### config.mk
export PLATFORM = sky130hd
export DESIGN_NAME = packet_header_classifier_counter
export DESIGN_NICKNAME = d
export VERILOG_FILES = /design/src/hdl/phcc_pkg.sv /design/src/hdl/packet_header_classifier_counter.sv /design/src/hdl/phcc_ram.sv
export VERILOG_INCLUDE_DIRS = /design/src /design/src/hdl
export SDC_FILE = /design/constraint.sdc
export NUM_CORES = 1
export LEC_CHECK = 0
export ABC_AREA = 1
export CAP_MARGIN = 20
export CORE_ASPECT_RATIO = 1.75
export CORE_MARGIN = 5
export CORE_UTILIZATION = 70
export DETAILED_ROUTE_END_ITERATION = 6
export DONT_BUFFER_PORTS = 1
export PLACE_DENSITY = 0.93
export SLEW_MARGIN = 10
export SYNTH_ARGS = -nofsm -noshare
export SYNTH_HDL_FRONTEND = slang
export SYNTH_SLANG_ARGS = --single-unit
### constraint.sdc
create_clock -name i_clk -period 8.4 [get_ports i_clk]
set_input_delay 1.68 -clock i_clk [delete_from_list [all_inputs] [get_ports i_clk]]
set_output_delay 1.68 -clock i_clk [all_outputs]
set_load 0.005 [all_outputs]
### src/hdl/packet_header_classifier_counter_assert.svh
// Assertion macros shared by the packet header classifier counter RTL.
`ifndef PACKET_HEADER_CLASSIFIER_COUNTER_ASSERT_SVH
`define PACKET_HEADER_CLASSIFIER_COUNTER_ASSERT_SVH

// Same-cycle implication, checked on every clock edge outside reset.
`define PHCC_ASSERT_NOW(lbl, ante, cons, msg) \
    lbl: assert property (@(posedge i_clk) disable iff (!i_rst_n) \
        (ante) |-> (cons)) else $error(msg);

// Next-cycle implication, checked on every clock edge outside reset.
`define PHCC_ASSERT_NEXT(lbl, ante, cons, msg) \
    lbl: assert property (@(posedge i_clk) disable iff (!i_rst_n) \
        (ante) |=> (cons)) else $error(msg);

`endif

### src/hdl/phcc_pkg.sv
// Package with constants, types and helpers of the packet header classifier counter.
`timescale 1ns / 1ps

package phcc_pkg;

    // Default build values of the top level parameters.
    localparam int MAX_TAGS_DEF   = 2;
    localparam int COUNT_BITS_DEF = 32;

    // Protocol constants.
    localparam logic [15:0] TPID_CTAG      = 16'h8100;
    localparam logic [15:0] TPID_STAG      = 16'h88A8;
    localparam logic [7:0]  PROTO_ICMP     = 8'd1;
    localparam logic [7:0]  PROTO_TCP      = 8'd6;
    localparam logic [7:0]  PROTO_UDP      = 8'd17;
    localparam logic [7:0]  ICMP_PING_TYPE = 8'd8;
    localparam logic        VERDICT_PASS   = 1'b0;
    localparam logic        VERDICT_DROP   = 1'b1;

    // Header geometry.
    localparam int ETH_LEN     = 14;
    localparam int ETH_TYPE_HI = 12;
    localparam int ETH_TYPE_LO = 13;
    localparam int VLAN_LEN    = 4;
    localparam int IP_MIN_LEN  = 20;
    localparam int IP_PROTO_OFS = 9;
    localparam int L4_KEEP     = 8;
    localparam int TCP_MIN_LEN = 20;
    localparam int TCP_OFS_POS = 12;
    localparam int HDR_WORDS_MIN = 5;

    // Width of frame length arithmetic (lengths up to 256).
    localparam int EVAL_W = 9;

    // Class counters.
    localparam int NUM_CLASSES = 5;
    localparam int CNT_OUT_W   = 32;

    // Stream payload widths.
    localparam int IN_TDATA_W  = 8;
    localparam int OUT_FLAG_W  = 1 + NUM_CLASSES;
    localparam int OUT_RAW_W   = OUT_FLAG_W + NUM_CLASSES * CNT_OUT_W;
    localparam int OUT_TDATA_W = ((OUT_RAW_W + 7) / 8) * 8;

    // Configuration port.
    localparam int APB_ADDR_W = 2;
    localparam int APB_DATA_W = 32;
    localparam logic [APB_ADDR_W-1:0] REG_DROP_PARITY = 2'd0;

    // Class hits of one frame, vlan in the lowest bit.
    typedef struct packed {
        logic tcp;
        logic udp;
        logic icmp;
        logic ipv4;
        logic vlan;
    } t_hits;

    // True for the two VLAN tag protocol identifiers.
    function automatic logic is_vlan(input logic [15:0] etype);
        return (etype == TPID_CTAG) || (etype == TPID_STAG);
    endfunction

endpackage

### src/hdl/packet_header_classifier_counter.sv
// Top level of the packet header classifier counter.
`timescale 1ns / 1ps
`include "packet_header_classifier_counter_assert.svh"

// Parses Ethernet, up to MAX_TAGS VLAN tags, IPv4 and ICMP echo, UDP or TCP from a byte
// stream, one byte per cycle while ready is high, with tlast on the final byte; a frame
// of any length may follow the previous one directly. Each last byte produces one result
// request holding the verdict, the class hits and all five class counts after that frame.
// The counts live in a one-entry counter memory read on the last byte and written back
// from the counter stage, with the previous write forwarded, so one frame per cycle is
// sustained while the output is not stalled. Input ready drops only while a finished
// result sits in the counter stage and another waits unaccepted at the output. After
// reset the counters read as zero through a valid flag: no clearing pass.
module packet_header_classifier_counter #(
    parameter int MAX_TAGS   = phcc_pkg::MAX_TAGS_DEF,
    parameter int COUNT_BITS = phcc_pkg::COUNT_BITS_DEF
) (
    input  logic                                i_clk,
    input  logic                                i_rst_n,
    // Byte stream in.
    input  logic                                i_s_tvalid,
    output logic                                o_s_tready,
    input  logic [phcc_pkg::IN_TDATA_W-1:0]     i_s_tdata,  // [7:0] frame_byte
    input  logic                                i_s_tlast,  // is_last
    // Result stream out.
    output logic                                o_m_tvalid,
    input  logic                                i_m_tready,
    // From bit 0: verdict, hit_vlan, hit_ipv4, hit_icmp, hit_udp, hit_tcp,
    // vlan_count, ipv4_count, icmp_count, udp_count, tcp_count (32 each), zero pad.
    output logic [phcc_pkg::OUT_TDATA_W-1:0]    o_m_tdata,
    // Configuration port.
    input  logic                                psel,
    input  logic                                penable,
    input  logic                                pwrite,
    input  logic [phcc_pkg::APB_ADDR_W-1:0]     paddr,
    input  logic [phcc_pkg::APB_DATA_W-1:0]     pwdata,
    output logic [phcc_pkg::APB_DATA_W-1:0]     prdata,
    output logic                                pready
);

    import phcc_pkg::*;

    localparam int TAG_W  = (MAX_TAGS > 0) ? $clog2(MAX_TAGS + 1) : 1;
    localparam int IPS_W  = $clog2(ETH_LEN + VLAN_LEN * MAX_TAGS + 1);
    localparam int CNT_W  = NUM_CLASSES * COUNT_BITS;
    localparam logic [TAG_W-1:0] TAG_LIMIT = TAG_W'(MAX_TAGS);
    localparam logic [IPS_W-1:0] IPS_RESET = IPS_W'(ETH_LEN);
    localparam logic [IPS_W-1:0] IPS_LIMIT = IPS_W'(ETH_LEN + VLAN_LEN * MAX_TAGS);

    // Configuration register.
    logic r_drop_parity;
    logic cfg_wr;

    // Per-frame parse state.
    logic [7:0]       r_pos,        n_pos;
    logic [15:0]      r_outer_type, n_outer_type;
    logic [15:0]      r_chain_type, n_chain_type;
    logic [7:0]       r_tag_inner,  n_tag_inner;
    logic [TAG_W-1:0] r_tags,       n_tags;
    logic [IPS_W-1:0] r_ip_start,   n_ip_start;
    logic [3:0]       r_ihl,        n_ihl;
    logic [7:0]       r_proto,      n_proto;
    logic [7:0][7:0]  r_l4,         n_l4;
    logic [3:0]       r_tcp_off,    n_tcp_off;

    // Frame classification of the byte at the input.
    t_hits cls_hits;
    logic  cls_verdict;

    // Counter stage.
    logic  s_accept;
    logic  last_accept;
    logic  s1_adv;
    logic  r_s1_valid;
    t_hits r_s1_hits;
    logic  r_s1_verdict;
    logic  r_s1_fwd;
    logic  r_s1_zero;
    logic  r_cnt_valid;
    logic  cnt_wr;
    logic [CNT_W-1:0] ram_rd_data;
    logic [CNT_W-1:0] r_wr_data;
    logic [NUM_CLASSES-1:0][COUNT_BITS-1:0] cnt_base;
    logic [NUM_CLASSES-1:0][COUNT_BITS-1:0] cnt_new;
    logic [OUT_TDATA_W-1:0] n_out_data;

    // Output register.
    logic                   r_out_valid;
    logic [OUT_TDATA_W-1:0] r_out_data;

    // Configuration access: writes land on psel, penable and pwrite.
    assign pready = 1'b1;
    assign cfg_wr = psel && penable && pwrite && pready;
    assign prdata = (paddr == REG_DROP_PARITY) ? APB_DATA_W'(r_drop_parity) : '0;

    always_ff @(posedge i_clk) begin
        if (!i_rst_n) begin
            r_drop_parity <= 1'b0;
        end else if (cfg_wr && (paddr == REG_DROP_PARITY)) begin
            r_drop_parity <= pwdata[0];
        end
    end

    // Handshakes: the counter stage moves when the output register is empty or being read.
    assign s1_adv      = !r_out_valid || i_m_tready;
    assign o_s_tready  = !r_s1_valid || s1_adv;
    assign s_accept    = i_s_tvalid && o_s_tready;
    assign last_accept = s_accept && i_s_tlast;
    assign cnt_wr      = r_s1_valid && s1_adv;

    // Parse state update for the byte at the input.
    always_comb begin
        logic [7:0]        rel;
        logic [EVAL_W-1:0] l4s;
        logic [EVAL_W-1:0] k;
        logic              tag_mode;

        n_pos        = (r_pos == 8'hFF) ? r_pos : r_pos + 8'd1;
        n_outer_type = r_outer_type;
        n_chain_type = r_chain_type;
        n_tag_inner  = r_tag_inner;
        n_tags       = r_tags;
        n_ip_start   = r_ip_start;
        n_ihl        = r_ihl;
        n_proto      = r_proto;
        n_l4         = r_l4;
        n_tcp_off    = r_tcp_off;

        rel      = r_pos - 8'(r_ip_start);
        tag_mode = (rel < 8'(VLAN_LEN)) && (r_tags < TAG_LIMIT) && is_vlan(r_chain_type);
        l4s      = EVAL_W'(r_ip_start) + EVAL_W'({r_ihl, 2'b00});
        k        = EVAL_W'(r_pos) - l4s;

        if (r_pos == 8'(ETH_TYPE_HI)) begin
            n_outer_type = {i_s_tdata, 8'h00};
        end else if (r_pos == 8'(ETH_TYPE_LO)) begin
            n_outer_type = {r_outer_type[15:8], i_s_tdata};
            n_chain_type = {r_outer_type[15:8], i_s_tdata};
        end else if (r_pos >= 8'(r_ip_start)) begin
            if (tag_mode) begin
                // Tag control bytes are skipped; the inner type chains onward.
                if (rel == 8'd2) begin
                    n_tag_inner = i_s_tdata;
                end else if (rel == 8'd3) begin
                    n_chain_type = {r_tag_inner, i_s_tdata};
                    n_tags       = r_tags + TAG_W'(1);
                    n_ip_start   = r_ip_start + IPS_W'(VLAN_LEN);
                end
            end else begin
                if (rel == 8'd0) begin
                    n_ihl = i_s_tdata[3:0];
                end else if (rel == 8'(IP_PROTO_OFS)) begin
                    n_proto = i_s_tdata;
                end
                // The header length is known from the first IP byte onward.
                if ((r_ihl >= 4'(HDR_WORDS_MIN)) && (EVAL_W'(r_pos) >= l4s)) begin
                    if (k < EVAL_W'(L4_KEEP)) begin
                        n_l4[k[2:0]] = i_s_tdata;
                    end else if (k == EVAL_W'(TCP_OFS_POS)) begin
                        n_tcp_off = i_s_tdata[7:4];
                    end
                end
            end
        end
    end

    // Classification from the state after this byte, used when it is the last.
    always_comb begin
        logic [EVAL_W-1:0] len;
        logic [EVAL_W-1:0] ips;
        logic [EVAL_W-1:0] l4s;
        logic              ip_ok;

        len = EVAL_W'(r_pos) + EVAL_W'(1);
        ips = EVAL_W'(n_ip_start);
        l4s = ips + EVAL_W'({n_ihl, 2'b00});
        ip_ok = (len >= ips + EVAL_W'(IP_MIN_LEN)) && (n_ihl >= 4'(HDR_WORDS_MIN))
             && (len >= l4s);

        cls_hits      = '0;
        cls_verdict   = VERDICT_PASS;
        cls_hits.vlan = (len >= EVAL_W'(ETH_LEN)) && is_vlan(n_outer_type);
        if (ip_ok) begin
            if (n_proto == PROTO_ICMP) begin
                cls_hits.ipv4 = 1'b1;
                if ((len >= l4s + EVAL_W'(L4_KEEP)) && (n_l4[0] == ICMP_PING_TYPE)) begin
                    cls_hits.icmp = 1'b1;
                    if (n_l4[7][0] == r_drop_parity) begin
                        cls_verdict = VERDICT_DROP;
                    end
                end
            end else if (n_proto == PROTO_UDP) begin
                cls_hits.ipv4 = 1'b1;
                cls_hits.udp  = (len >= l4s + EVAL_W'(L4_KEEP))
                             && ({n_l4[4], n_l4[5]} >= 16'(L4_KEEP));
            end else if (n_proto == PROTO_TCP) begin
                cls_hits.ipv4 = 1'b1;
                cls_hits.tcp  = (len >= l4s + EVAL_W'(TCP_MIN_LEN))
                             && (n_tcp_off >= 4'(HDR_WORDS_MIN))
                             && (len >= l4s + EVAL_W'({n_tcp_off, 2'b00}));
            end
        end
    end

    // Parse registers; everything returns to the frame start after a last byte.
    always_ff @(posedge i_clk) begin
        if (!i_rst_n || last_accept) begin
            r_pos        <= '0;
            r_outer_type <= '0;
            r_chain_type <= '0;
            r_tag_inner  <= '0;
            r_tags       <= '0;
            r_ip_start   <= IPS_RESET;
            r_ihl        <= '0;
            r_proto      <= '0;
            r_l4         <= '0;
            r_tcp_off    <= '0;
        end else if (s_accept) begin
            r_pos        <= n_pos;
            r_outer_type <= n_outer_type;
            r_chain_type <= n_chain_type;
            r_tag_inner  <= n_tag_inner;
            r_tags       <= n_tags;
            r_ip_start   <= n_ip_start;
            r_ihl        <= n_ihl;
            r_proto      <= n_proto;
            r_l4         <= n_l4;
            r_tcp_off    <= n_tcp_off;
        end
    end

    // Counter memory: read on a last byte, written back from the counter stage.
    phcc_ram #(
        .WIDTH (CNT_W),
        .DEPTH (1)
    ) u_cnt_ram (
        .i_clk     (i_clk),
        .i_wr_en   (cnt_wr),
        .i_wr_addr (1'b0),
        .i_wr_data (cnt_new),
        .i_rd_en   (last_accept),
        .i_rd_addr (1'b0),
        .o_rd_data (ram_rd_data)
    );

    // Counter stage: pick forwarded, stored or reset counts and add the hits.
    always_comb begin
        cnt_base = r_s1_zero ? '0 : (r_s1_fwd ? r_wr_data : ram_rd_data);
        for (int c = 0; c < NUM_CLASSES; c++) begin
            cnt_new[c] = cnt_base[c] + COUNT_BITS'(r_s1_hits[c]);
        end
        n_out_data = '0;
        n_out_data[0] = r_s1_verdict;
        n_out_data[OUT_FLAG_W-1:1] = r_s1_hits;
        for (int c = 0; c < NUM_CLASSES; c++) begin
            n_out_data[OUT_FLAG_W + c * CNT_OUT_W +: CNT_OUT_W] = CNT_OUT_W'(cnt_new[c]);
        end
    end

    always_ff @(posedge i_clk) begin
        if (!i_rst_n) begin
            r_s1_valid  <= 1'b0;
            r_cnt_valid <= 1'b0;
            r_out_valid <= 1'b0;
        end else begin
            if (o_s_tready) begin
                r_s1_valid <= i_s_tvalid && i_s_tlast;
            end
            if (cnt_wr) begin
                r_cnt_valid <= 1'b1;
            end
            if (s1_adv) begin
                r_out_valid <= r_s1_valid;
            end
        end
    end

    always_ff @(posedge i_clk) begin
        if (last_accept) begin
            r_s1_hits    <= cls_hits;
            r_s1_verdict <= cls_verdict;
            r_s1_fwd     <= cnt_wr;
            r_s1_zero    <= !r_cnt_valid && !cnt_wr;
        end
        if (cnt_wr) begin
            r_wr_data  <= cnt_new;
            r_out_data <= n_out_data;
        end
    end

    assign o_m_tvalid = r_out_valid;
    assign o_m_tdata  = r_out_data;

    // Checks on the counter pipeline and the parse state.
    `PHCC_ASSERT_NEXT(a_s1_holds, r_s1_valid && r_out_valid && !i_m_tready, r_s1_valid,
        "counter stage lost a result while the output was stalled")
    `PHCC_ASSERT_NOW(a_src_unique, r_s1_valid, !(r_s1_fwd && r_s1_zero),
        "counter stage selects both forwarded and reset counts")
    `PHCC_ASSERT_NEXT(a_frame_restart, last_accept, (r_pos == 8'd0) && (r_tags == '0),
        "parse state not cleared after a last byte")
    `PHCC_ASSERT_NOW(a_ip_start_bound, 1'b1, r_ip_start <= IPS_LIMIT,
        "IP header start moved past the last allowed tag")

endmodule

### src/hdl/phcc_ram.sv
// Generic single-port-write, single-port-read RAM with registered read data.
`timescale 1ns / 1ps

module phcc_ram #(
    parameter int WIDTH = 32,
    parameter int DEPTH = 1
) (
    input  logic                                     i_clk,
    input  logic                                     i_wr_en,
    input  logic [((DEPTH > 1) ? $clog2(DEPTH) : 1)-1:0] i_wr_addr,
    input  logic [WIDTH-1:0]                         i_wr_data,
    input  logic                                     i_rd_en,
    input  logic [((DEPTH > 1) ? $clog2(DEPTH) : 1)-1:0] i_rd_addr,
    output logic [WIDTH-1:0]                         o_rd_data
);

    localparam int AW = (DEPTH > 1) ? $clog2(DEPTH) : 1;

    logic [WIDTH-1:0] r_mem [0:(2**AW)-1];
    logic [WIDTH-1:0] r_rd_data;

    // Read returns the old contents when both ports hit the same entry.
    always_ff @(posedge i_clk) begin
        if (i_rd_en) begin
            r_rd_data <= r_mem[i_rd_addr];
        end
        if (i_wr_en) begin
            r_mem[i_wr_addr] <= i_wr_data;
        end
    end

    assign o_rd_data = r_rd_data;

endmodule

* Word-level counts from Yosys, hierarchy flattened
Memory sizes are Yosys's and may differ from the RTL's. A register that Yosys moved wholly into a read port is not among the register bits.
Index checks and enable logic that the tools add are counted.
** Operators by class
- Mux-type cells :: 50
- Add/sub/neg operators :: 17
- Eq/ne operators :: 17
- Reductions and logical operators :: 43
- Shift operators :: 0
- Div/mod/pow operators :: 0
- $lt $le $gt $ge :: 17
- Bitwise gates (word level) :: 8
- Multiply operators :: 0
** Operator list (count)
- $mux W57 :: 6
- $mux W160 :: 2
- $add A32 B1 Y32 :: 5
- $mux W16 :: 6
- $bwmux W64 :: 1
- $eq A16 B16 Y1 const B :: 4
- $mux W8 :: 8
- $mux W4 :: 12
- $eq A8 B4 Y1 const B :: 4
- $mux W5 :: 6
- $ge A9 B8 Y1 :: 3
- $demux W8 S3 :: 1
- $logic_and A1 B1 Y1 :: 19
- $eq A8 B2 Y1 const B :: 2
- $ge A16 B4 Y1 const B :: 1
- $add A5 B6 Y7 :: 2
- $reduce_and A7 Y1 :: 2
- $ge A4 B3 Y1 const B :: 3
- $reduce_and A6 Y1 :: 2
- $add A8 B1 Y9 const B :: 1
- $eq A9 B4 Y1 const B :: 1
- $ge A9 B4 Y1 const B :: 1
- $ge A9 B6 Y1 :: 1
- $ge A9 B7 Y1 :: 1
- 33 further kinds :: 58
** Storage, ports and cells
- Bits of input ports :: 50
- ROM bits :: 0
- Memories :: 1
- Bits in latches :: 0
- Register bits after elaboration :: 473
- Bits in writable memories :: 320
** Memory list
- u_cnt_ram.r_mem :: words 2, width 160, rd ports 1, clocked after memory_dff 1, wr ports 1, line phcc_ram.sv:19 : logic [WIDTH-1:0] r_mem [0:(2**AW)-1];

* Longest topological paths before layout
Gate-level depths: netlist of run 1.
- Word-level depth :: 16
- Depth in mapped cells :: 37

* By module
From an unflattened synthesis of run 1, not the netlist that was laid out.
** Second synthesis, totals
- Cells, all modules :: 3415
- Area total of the unflattened synthesis :: 35338.9 µm²
** By module, submodules not included
- packet_header_classifier_counter :: area each 18850.6 µm², cells an instance 2415, times used 1
- phcc_ram :: area each 16488.3 µm², cells an instance 1000, times used 1

* Worst setup path before layout of run 1
No wires, ideal clock.
- Path type :: input to register
- Start point :: input port i_m_tready
- End point :: register r_tcp_off[1]
- Setup time :: 116 ps
- Arrival time :: 6079 ps
- Path slack :: 2205 ps
- Stages :: 11
- Required time :: 8284 ps
- Cell sequence :: inv_1 nand3_1 nand2_1 inv_1 nand2_1 inv_1 nor2_1 clkbuf_1 clkbuf_1 o211ai_1 inv_1
** On the way
- Word-level cells in the longest chain between the ends :: 5
** Ends and longest elaborated chain
- from (decl) :: line packet_header_classifier_counter.sv:27 : input logic i_m_tready,
- $logic_or A1 B1 Y1 :: line packet_header_classifier_counter.sv:105 : assign s1_adv = !r_out_valid || i_m_tready;
- $logic_or A1 B1 Y1 :: line packet_header_classifier_counter.sv:106 : assign o_s_tready = !r_s1_valid || s1_adv;
- net o_s_tready :: line packet_header_classifier_counter.sv:22 : output logic o_s_tready,
- $logic_and A1 B1 Y1 :: line packet_header_classifier_counter.sv:107 : assign s_accept = i_s_tvalid && o_s_tready;
- $logic_and A1 B1 Y1 :: line packet_header_classifier_counter.sv:108 : assign last_accept = s_accept && i_s_tlast;
- net last_accept :: line packet_header_classifier_counter.sv:72 : logic last_accept;
- $logic_or A1 B1 Y1 :: line packet_header_classifier_counter.sv:207 : if (!i_rst_n || last_accept) begin
- to (signal assigned) :: line packet_header_classifier_counter.sv:228 : r_tcp_off <= n_tcp_off;
- to (decl) :: line packet_header_classifier_counter.sv:64 : logic [3:0] r_tcp_off, n_tcp_off;
The timed path passes the listed nets, and every way through them passes these cells.
A chain may end at the register's enable or synchronous reset.

* Worst setup path in the final report of run 1
- Start point :: register r_pos[1]
- End point :: register r_s1_hits, in the netlist n_out_data[5] (data pin)
** On the way
- Word-level cells in the longest chain between the ends :: 14
- Elaborated cells on any way between the ends :: 61
- Those cells by class :: add/sub (7); order compare (10); eq/ne (9); mux (24); bitwise (2); reduce/logical (9)
** Ends and longest elaborated chain
- from (decl) :: line packet_header_classifier_counter.sv:55 : logic [7:0] r_pos, n_pos;
- from (signal assigned) :: line packet_header_classifier_counter.sv:219 : r_pos <= n_pos;
- $sub A8 B5 Y8 :: line packet_header_classifier_counter.sv:129 : rel = r_pos - 8'(r_ip_start);
- $lt A8 B3 Y1 / $eq A8 B2 Y1 (equally long branches) :: line packet_header_classifier_counter.sv:130, packet_header_classifier_counter.sv:144
- $logic_and A1 B1 Y1 / $mux W5 (equally long branches) :: line packet_header_classifier_counter.sv:130, packet_header_classifier_counter.sv:144
- $logic_and A1 B1 Y1 / $mux W5 (equally long branches) :: line packet_header_classifier_counter.sv:130, packet_header_classifier_counter.sv:142
- $mux W5 :: line packet_header_classifier_counter.sv:140 : if (tag_mode) begin
- $mux W5 :: line packet_header_classifier_counter.sv:139 : end else if (r_pos >= 8'(r_ip_start)) begin
- $mux W5 :: line packet_header_classifier_counter.sv:136 : end else if (r_pos == 8'(ETH_TYPE_LO)) begin
- $mux W5 * :: line packet_header_classifier_counter.sv:134 : if (r_pos == 8'(ETH_TYPE_HI)) begin
- net n_ip_start[3] :: line packet_header_classifier_counter.sv:60 : logic [IPS_W-1:0] r_ip_start, n_ip_start;
- parallel branches: the longest is 6 deep, another holds $ge A9 B8 Y1
- to (signal assigned) :: line packet_header_classifier_counter.sv:280 : r_s1_hits <= cls_hits;
- to (decl) :: line packet_header_classifier_counter.sv:75 : t_hits r_s1_hits;
Mark *: on every way through the listed nets, which the timed path passes.

==> run metrics, run 1 <==
Synth Area per Inst=9.16 um2; Setup Buffers After CTS=0; f_max=~160 MHz; Synth area leader=edfxtp_1; hpwl dp=between 40000 and 50000 um; vias in the first global route=18200; setup total negative slack=0 ns; Mapped Cells=2580; sw frac=0.248; Finished Core Util=0.743; Final setup viols=0; post-synth design cell area=23600 um2; GR Util All Layers=0.318; GPL Wtd Cong=about 0.97; Max VDD drop=approximately 0.00016 V; most common cell after layout, fill and taps aside=nor2_1; # rows=89; grt total ovfl=0; Net Sw Power=1.17 mW; top-area cell type share of the netlist area=0.424; nets=approximately 2700; Iter 0 DRT Violations=1591; clock latency on the worst-skew pair=0.55 ns; #FFs+latches synth=between 400 and 500; slowest stage delay, CP=0.65 ns; Fillers=2127; final hold slack=roughly 0.44 ns; part of the power in registers=0.511; Synth Warn #=0; ratio of cells with drive above 1 in the final layout=0.0910; Post-DRT Antenna Nets=0; cts hold-fix bufs=0; TritonCTS clock tree=yes; drt pass-1 iters=7; initial antenna violation count=0; DIE AREA=37700 um2; Hold Vio Cnt, Final=0; clock share of power=0.396; # IOs=253; core area=33500 um2; total wire length=slightly above 60000 um; met1 usage=0.338; status=finished, final reports clean; drt wl/cell=20.4 um; total design power=4.73 mW; main area contributors after synthesis=edfxtp_1 42%, nor2_1 8.1%, dfxtp_1 8.0%, xor2_1 5.6%, inv_1 5.0%; CTS Sinks=429; skew final=slightly below 0.02 ns; die height=253 um; critical-path maximum fanout=12; sequential area share after synthesis=0.505; number of CTS-inserted buffers=40; relative slew slack=0.233; initial core utilization=0.705; worst-margin pin slew=between 1 and 1.5 ns; class of the worst hold path=flip-flop to flip-flop; combinational cell fraction of total power=0.093; GR Layer Usage met3=0.0777; area growth from synthesis to layout=5.33%; RSZ-0062 raised after global routing=no; GR Util met2=0.540; first-pass GRT wire length=95300 um; Max clock buf depth=3; Die W=149 um; vias after detailed routing=18300; number of H-tree levels=2; endpoint type of the worst setup path=flip-flop; Internal=3.56 mW; most frequent cells in the layout=510 x nor2_1, 334 x edfxtp_1, 312 x inv_1; slowest stage cell, crit path=dfxtp_1; final non-filler cell total=3027; library cells used by synthesis=58; EDFF count, synth=around 330; Pwr Density=190 nW/um2; Worst EP arrival=6.57 ns; Pleak=9.86 nW; root buf cell=clkbuf_16; final critical-path share of the clock period=0.747; Top FF cell, synth=edfxtp_1; ys async rst share=0; crit start category=flip-flop; largest net degree at the start of global routing=108; WP data required=slightly below 9 ns; Slew Viols, Final=0; Antenna diodes=0; # Max-Cap Violations=0; Tmin final=6.27 ns; cell mode on critical path=nor2_1; Clk pin slew, worst setup/hold paths=around 0.07 ns; Port-buffer cells=0; Setup CP Type=flip-flop to flip-flop; CTS resizes=0; gr busiest metal=met2; Post-route DRC=0; placed insts=between 2000 and 3000; drt via density=6.05
[critical path: cells and delay by family (launching register included)]
| kind | cells | cell delay (ns) |
|---|---|---|
| compound gates | 3 | 0.49 |
| buf+inv | 4 | 0.53 |
| xor+xnor | 2 | 0.72 |
| mux | 1 | 0.23 |
| simple gates | 16 | 1.82 |
| fa+ha+maj | 4 | 1.58 |
| flops | 1 | 0.65 |
[synthesized netlist by cell type (3+ instances only)]
| master | n |
|---|---|
| nor2_1 | 511 |
| edfxtp_1 | 334 |
| inv_1 | 314 |
| nand2_1 | 257 |
| o21ai_0 | 185 |
| xor2_1 | 152 |
| dfxtp_1 | 95 |
| nand3_1 | 90 |
| a21oi_1 | 87 |
| ha_1 | 66 |
| nor3_1 | 57 |
| nor3_2 | 47 |
| buf_4 | 45 |
| nand4_1 | 39 |
| clkbuf_1 | 32 |
| nor2_2 | 27 |
| buf_6 | 26 |
| inv_2 | 24 |
| nor2_4 | 20 |
| o211ai_1 | 18 |
| o21ai_1 | 18 |
| buf_2 | 16 |
| xnor2_1 | 16 |
| a31oi_1 | 11 |
| nor4_1 | 11 |
| nand3_2 | 8 |
| nand2_2 | 6 |
| nand3b_1 | 6 |
| nor3_4 | 6 |
| or2_2 | 6 |
| fa_1 | 5 |
| buf_1 | 4 |
| nand4_2 | 4 |
| nand3_4 | 3 |
| nor4_4 | 3 |
[per-stage QoR]
step           instance area (um2)  setup slack [ns]
2_1_floorplan                23700              2.21
3_3_place_gp                 23600              2.32
3_5_place_dp                 23600              2.22
4_1_cts                      24900              2.18
5_1_grt                      24900              1.60
6_report                     24900              2.13
[flip-flops by register name (all words and copies together) (netlist names), 2 cells and up]
register,cells
r_ihl,4
r_tag_inner,8
n_out_data,5
r_chain_type,16
o_m_tdata,165
r_outer_type,16
r_ip_start,3
r_pos,8
r_tags,2
u_cnt_ram.o_rd_data,160
r_l4,22
r_tcp_off,4
r_proto,8
[routing by layer]
metal | routed length [um] | up-vias
met5 | 0 | -
met4 | 5500 | 0
met3 | 5610 | 306
met2 | 30900 | 991
met1 | 19900 | 8661
li1 | - | 8356
[cell families (layout without fill, tap and decap cells)]
kind of cell	Yosys count	in the layout	share of synthesized area
muxes	1	1	0.000424
AOI/OAI and AO/OA	330	330	0.0738
xor gates and xnor gates	168	168	0.0623
buffers and inverters	466	426	0.0911
adders and majority gates	71	71	0.0392
DFF	429	429	0.505
and+or+nand+nor	1113	1113	0.228
other	2	34	0.000318
[power by group through the flow]
| stage | clock [mW] | sequential, mW | combinational (mW) |
|---|---|---|---|
| final | 1.87 | 2.41 | 0.441 |
| after global routing | 1.97 | 2.42 | 0.488 |
| after CTS | 1.88 | 2.41 | 0.433 |
| after detailed placement | 0 | 2.46 | 0.426 |
| after global placement | 0 | 2.45 | 0.406 |
| after floorplan | 0 | 2.44 | 0.351 |
[path summary, 6_finish.rpt]
| path | startpoint | to | slack (ns) | cells after the start |
|---|---|---|---|---|
| max | r_pos[1]$_SDFFE_PP0P_ | n_out_data[5]$_SDFFCE_PP0P_ | 2.13 | 30 |
| min | r_s1_verdict$_SDFFCE_PN0P_ | o_m_tdata[0]$_DFFE_PP_ | 0.44 | 0 |
| max reg2reg | r_pos[1]$_SDFFE_PP0P_ | n_out_data[5]$_SDFFCE_PP0P_ | 2.13 | 30 |
| min reg2reg | r_s1_verdict$_SDFFCE_PN0P_ | o_m_tdata[0]$_DFFE_PP_ | 0.44 | 0 |
[area by class of cell]
class	instances	area (um2)	area share
Inverter	342	1300	0.0523
Tap cell	455	569	0.0229
Sequential cell	429	11900	0.479
Clock inverter	22	220	0.00885
Clock buffer	51	1120	0.0448
Multi-Input combinational cell	1717	9670	0.388
Timing Repair Buffer	11	82.6	0.00332
No activity file was read; power rests on OpenSTA's default activity.
==> inputs of run 2 (changes only) <==
--- a/config.mk
+++ b/config.mk
@@ -10,10 +10,10 @@
 export CAP_MARGIN = 20
 export CORE_ASPECT_RATIO = 1.75
 export CORE_MARGIN = 5
-export CORE_UTILIZATION = 70
+export CORE_UTILIZATION = 58
 export DETAILED_ROUTE_END_ITERATION = 6
 export DONT_BUFFER_PORTS = 1
-export PLACE_DENSITY = 0.93
+export PLACE_DENSITY = 0.83
 export SLEW_MARGIN = 10
 export SYNTH_ARGS = -nofsm -noshare
 export SYNTH_HDL_FRONTEND = slang
==> constraint.sdc (replaced) <==
create_clock -name i_clk -period 5.1 [get_ports i_clk]
set_input_delay 1.02 -clock i_clk [delete_from_list [all_inputs] [get_ports i_clk]]
set_output_delay 1.02 -clock i_clk [all_outputs]
set_load 0.005 [all_outputs]
==> run metrics, run 2 (same netlist as run 1, synthesis figures left out) <==
Clk pin slew, worst setup/hold paths=0.07 ns (about the same); # Max-Cap Violations=0 (unchanged); worst-margin pin slew=1.12 ns (-0.0265 ns); routed length on met2=30800 um (-0.48%); # IOs=253 (unchanged); core area=40600 um2 (+21%); clock latency on the worst-skew pair=0.56 ns (about the same); cell mode on critical path=nor2_1; nets=2756 (+3.5%); drt via density=5.54 (-8.5%); combinational cell fraction of total power=0.105 (+0.012); Internal=5.92 mW (+66%); initial core utilization=0.582 (-0.123); root buf cell=clkbuf_16; Pwr Density=302 nW/um2 (+59%); first-pass GRT wire length=92700 um (-2.7%); endpoint type of the worst setup path=flip-flop; R2R Setup Slk=0.05 ns (-2.07 ns); critical-path maximum fanout=4 (-8); CP bufs+invs=6 (+2); most common cell after layout, fill and taps aside=nor2_1; largest net degree at the start of global routing=169 (+56%); Max VDD drop=0.000271 V (+67%); slowest stage delay, CP=0.40 ns (-0.25 ns); Post-DRT Antenna Nets=0 (unchanged); status=finished, final reports clean; sw frac=0.248 (about the same); area growth from synthesis to layout=10.5%; post-route design area=26100 um2 (+4.9%); Worst EP arrival=5.34 ns (-1.23 ns); total design power=7.87 mW (+66%); DIE AREA=45000 um2 (+20%); Setup CP Type=flip-flop to flip-flop; skew final=0.0211 ns (+0.00154 ns); hold endpoint=r_cnt_valid$_SDFFE_PN0P_; ratio of cells with drive above 1 in the final layout=0.142 (+0.0512); Die W=163 um (+9.2%); number of CTS-inserted buffers=41 (+2.5%); part of the power in registers=0.504 (-0.007); hpwl dp=41100 um (-1.3%); CTS Sinks=429 (unchanged); grt total ovfl=0 (unchanged); TritonCTS clock tree=yes; Met3 Wirelength=4410 um (-21%); Port-buffer cells=0 (unchanged); Post-route DRC=0 (unchanged); Antenna diodes=0 (unchanged); Iter 0 DRT Violations=1311 (-18%); clock share of power=0.391 (-0.005); Net Sw Power=1.95 mW (+67%); GPL Wtd Cong=0.976 (+0.43%); Fillers=3143 (+48%); Hold Path Origin=r_cnt_valid$_SDFFE_PN0P_; Hold Vio Cnt, Final=0 (unchanged); GR Util All Layers=0.255 (-0.0625); vias after detailed routing=17800 (-2.7%); Tmin final=5.05 ns (-1.23 ns); max reg flops=165 (unchanged); RR Startpoint=r_ip_start[2]$_SDFFE_PP1P_; multi-input logic area=9940 um2 (+2.8%); relative slew slack=0.252 (+0.0185); f_max=198 MHz (+24%); Pleak=10.3 nW (+4.9%); cts hold-fix bufs=0 (unchanged); total wire length=60200 um (-2.7%); crit start category=flip-flop; R2R depth=32 (+6.7%); Area after DPL=24200 um2 (+2.9%); Max clock buf depth=3 (unchanged); CP top delay family=simple AND/OR/NAND/NOR gates; vias in the first global route=17600 (-2.9%); number of H-tree levels=2 (unchanged); RSZ-0062 raised after global routing=yes; initial antenna violation count=0 (unchanged); RR Endpoint=n_out_data[5]$_SDFFCE_PP0P_; top layer in use=met4; slowest stage cell, crit path=fa_2; Slew Viols, Final=0 (unchanged); WP data required=5.40 ns (-3.30 ns); class of the worst hold path=flip-flop to flip-flop; drt pass-1 iters=6 (-1); hold path depth=2 (+2); FF/Latch Area=11900 um2 (about the same); # rows=98 (+10%); drt wl/cell=18.7 um (-8.4%); setup total negative slack=0 ns (unchanged); die height=277 um (+9.5%); WL met1=21200 um (+6.5%); most frequent cells in the layout=507 x nor2_1, 334 x edfxtp_1, 309 x inv_1; final critical-path share of the clock period=0.990 (+0.243); Final setup viols=0 (unchanged); Worst Setup SP=r_ip_start[2]$_SDFFE_PP1P_
[run 2: power by group through the flow]
| stage | sequential, mW | combinational, mW | clock [mW] |
|---|---|---|---|
| detailed placement | 4.04 | 0.764 | 0 |
| finish | 3.97 | 0.827 | 3.07 |
| global placement | 4.04 | 0.736 | 0 |
| floorplan | 4.02 | 0.578 | 0 |
| global route | 3.98 | 0.918 | 3.27 |
| CTS | 3.97 | 0.776 | 3.13 |
[run 2: tightest hold or removal path: cells and delay by family, from the launching register on]
| kind | cells | cell delay (ns) |
|---|---|---|
| simple gates | 2 | 0.12 |
| flops | 1 | 0.30 |
[run 2: per-stage QoR]
stage | worst slack (ns) | cells | hold WS [ns] | util
after floorplan | 0.00342 | 2612 | 0.400 | -
after global placement | -0.0941 | 3114 | 0.431 | 0.597
after detailed placement | -0.218 | 3114 | 0.444 | 0.597
after CTS | -0.0173 | 3206 | 0.453 | 0.635
after global routing | -0.238 | 3216 | 0.462 | 0.643
final | 0.0519 | 3216 | 0.457 | 0.643
[run 2: worst max path at each step]
stage | end | slack (ns) | depth (start not counted)
after detailed placement | n_out_data[3]$_SDFFCE_PN0P_ | -0.22 | 31
after global routing | n_out_data[5]$_SDFFCE_PP0P_ | -0.24 | 37
after global placement | n_out_data[5]$_SDFFCE_PP0P_ | -0.09 | 30
after CTS | n_out_data[3]$_SDFFCE_PN0P_ | -0.02 | 32
final | n_out_data[5]$_SDFFCE_PP0P_ | 0.05 | 32
after floorplan | n_out_data[5]$_SDFFCE_PP0P_ | 0.003 | 30
[run 2: final cells by class]
cell class / count / area share
Timing Repair Buffer: 103 / 0.0337
Tap cell: 550 / 0.0264
Clock inverter: 22 / 0.00805
Inverter: 342 / 0.0499
Multi-Input combinational cell: 1717 / 0.381
Clock buffer: 52 / 0.0436
Sequential cell: 429 / 0.457
Timing Repair inverter: 1 / 0.000288
[run 2: repair_timing]
item | in CTS | in global routing
pin swaps | 6 | 30
setup endpoints to repair | 4 | 14
gates resized for setup | 17 | 46
cloned | 0 | 1
setup buffers | 18 | 8
[run 2: metal layers]
layer / vias up / track usage
li1: 8536 / -
met1: 8471 / 0.276
met2: 624 / 0.454
met3: 180 / 0.0587
met4: 0 / 0.146
met5: - / 0
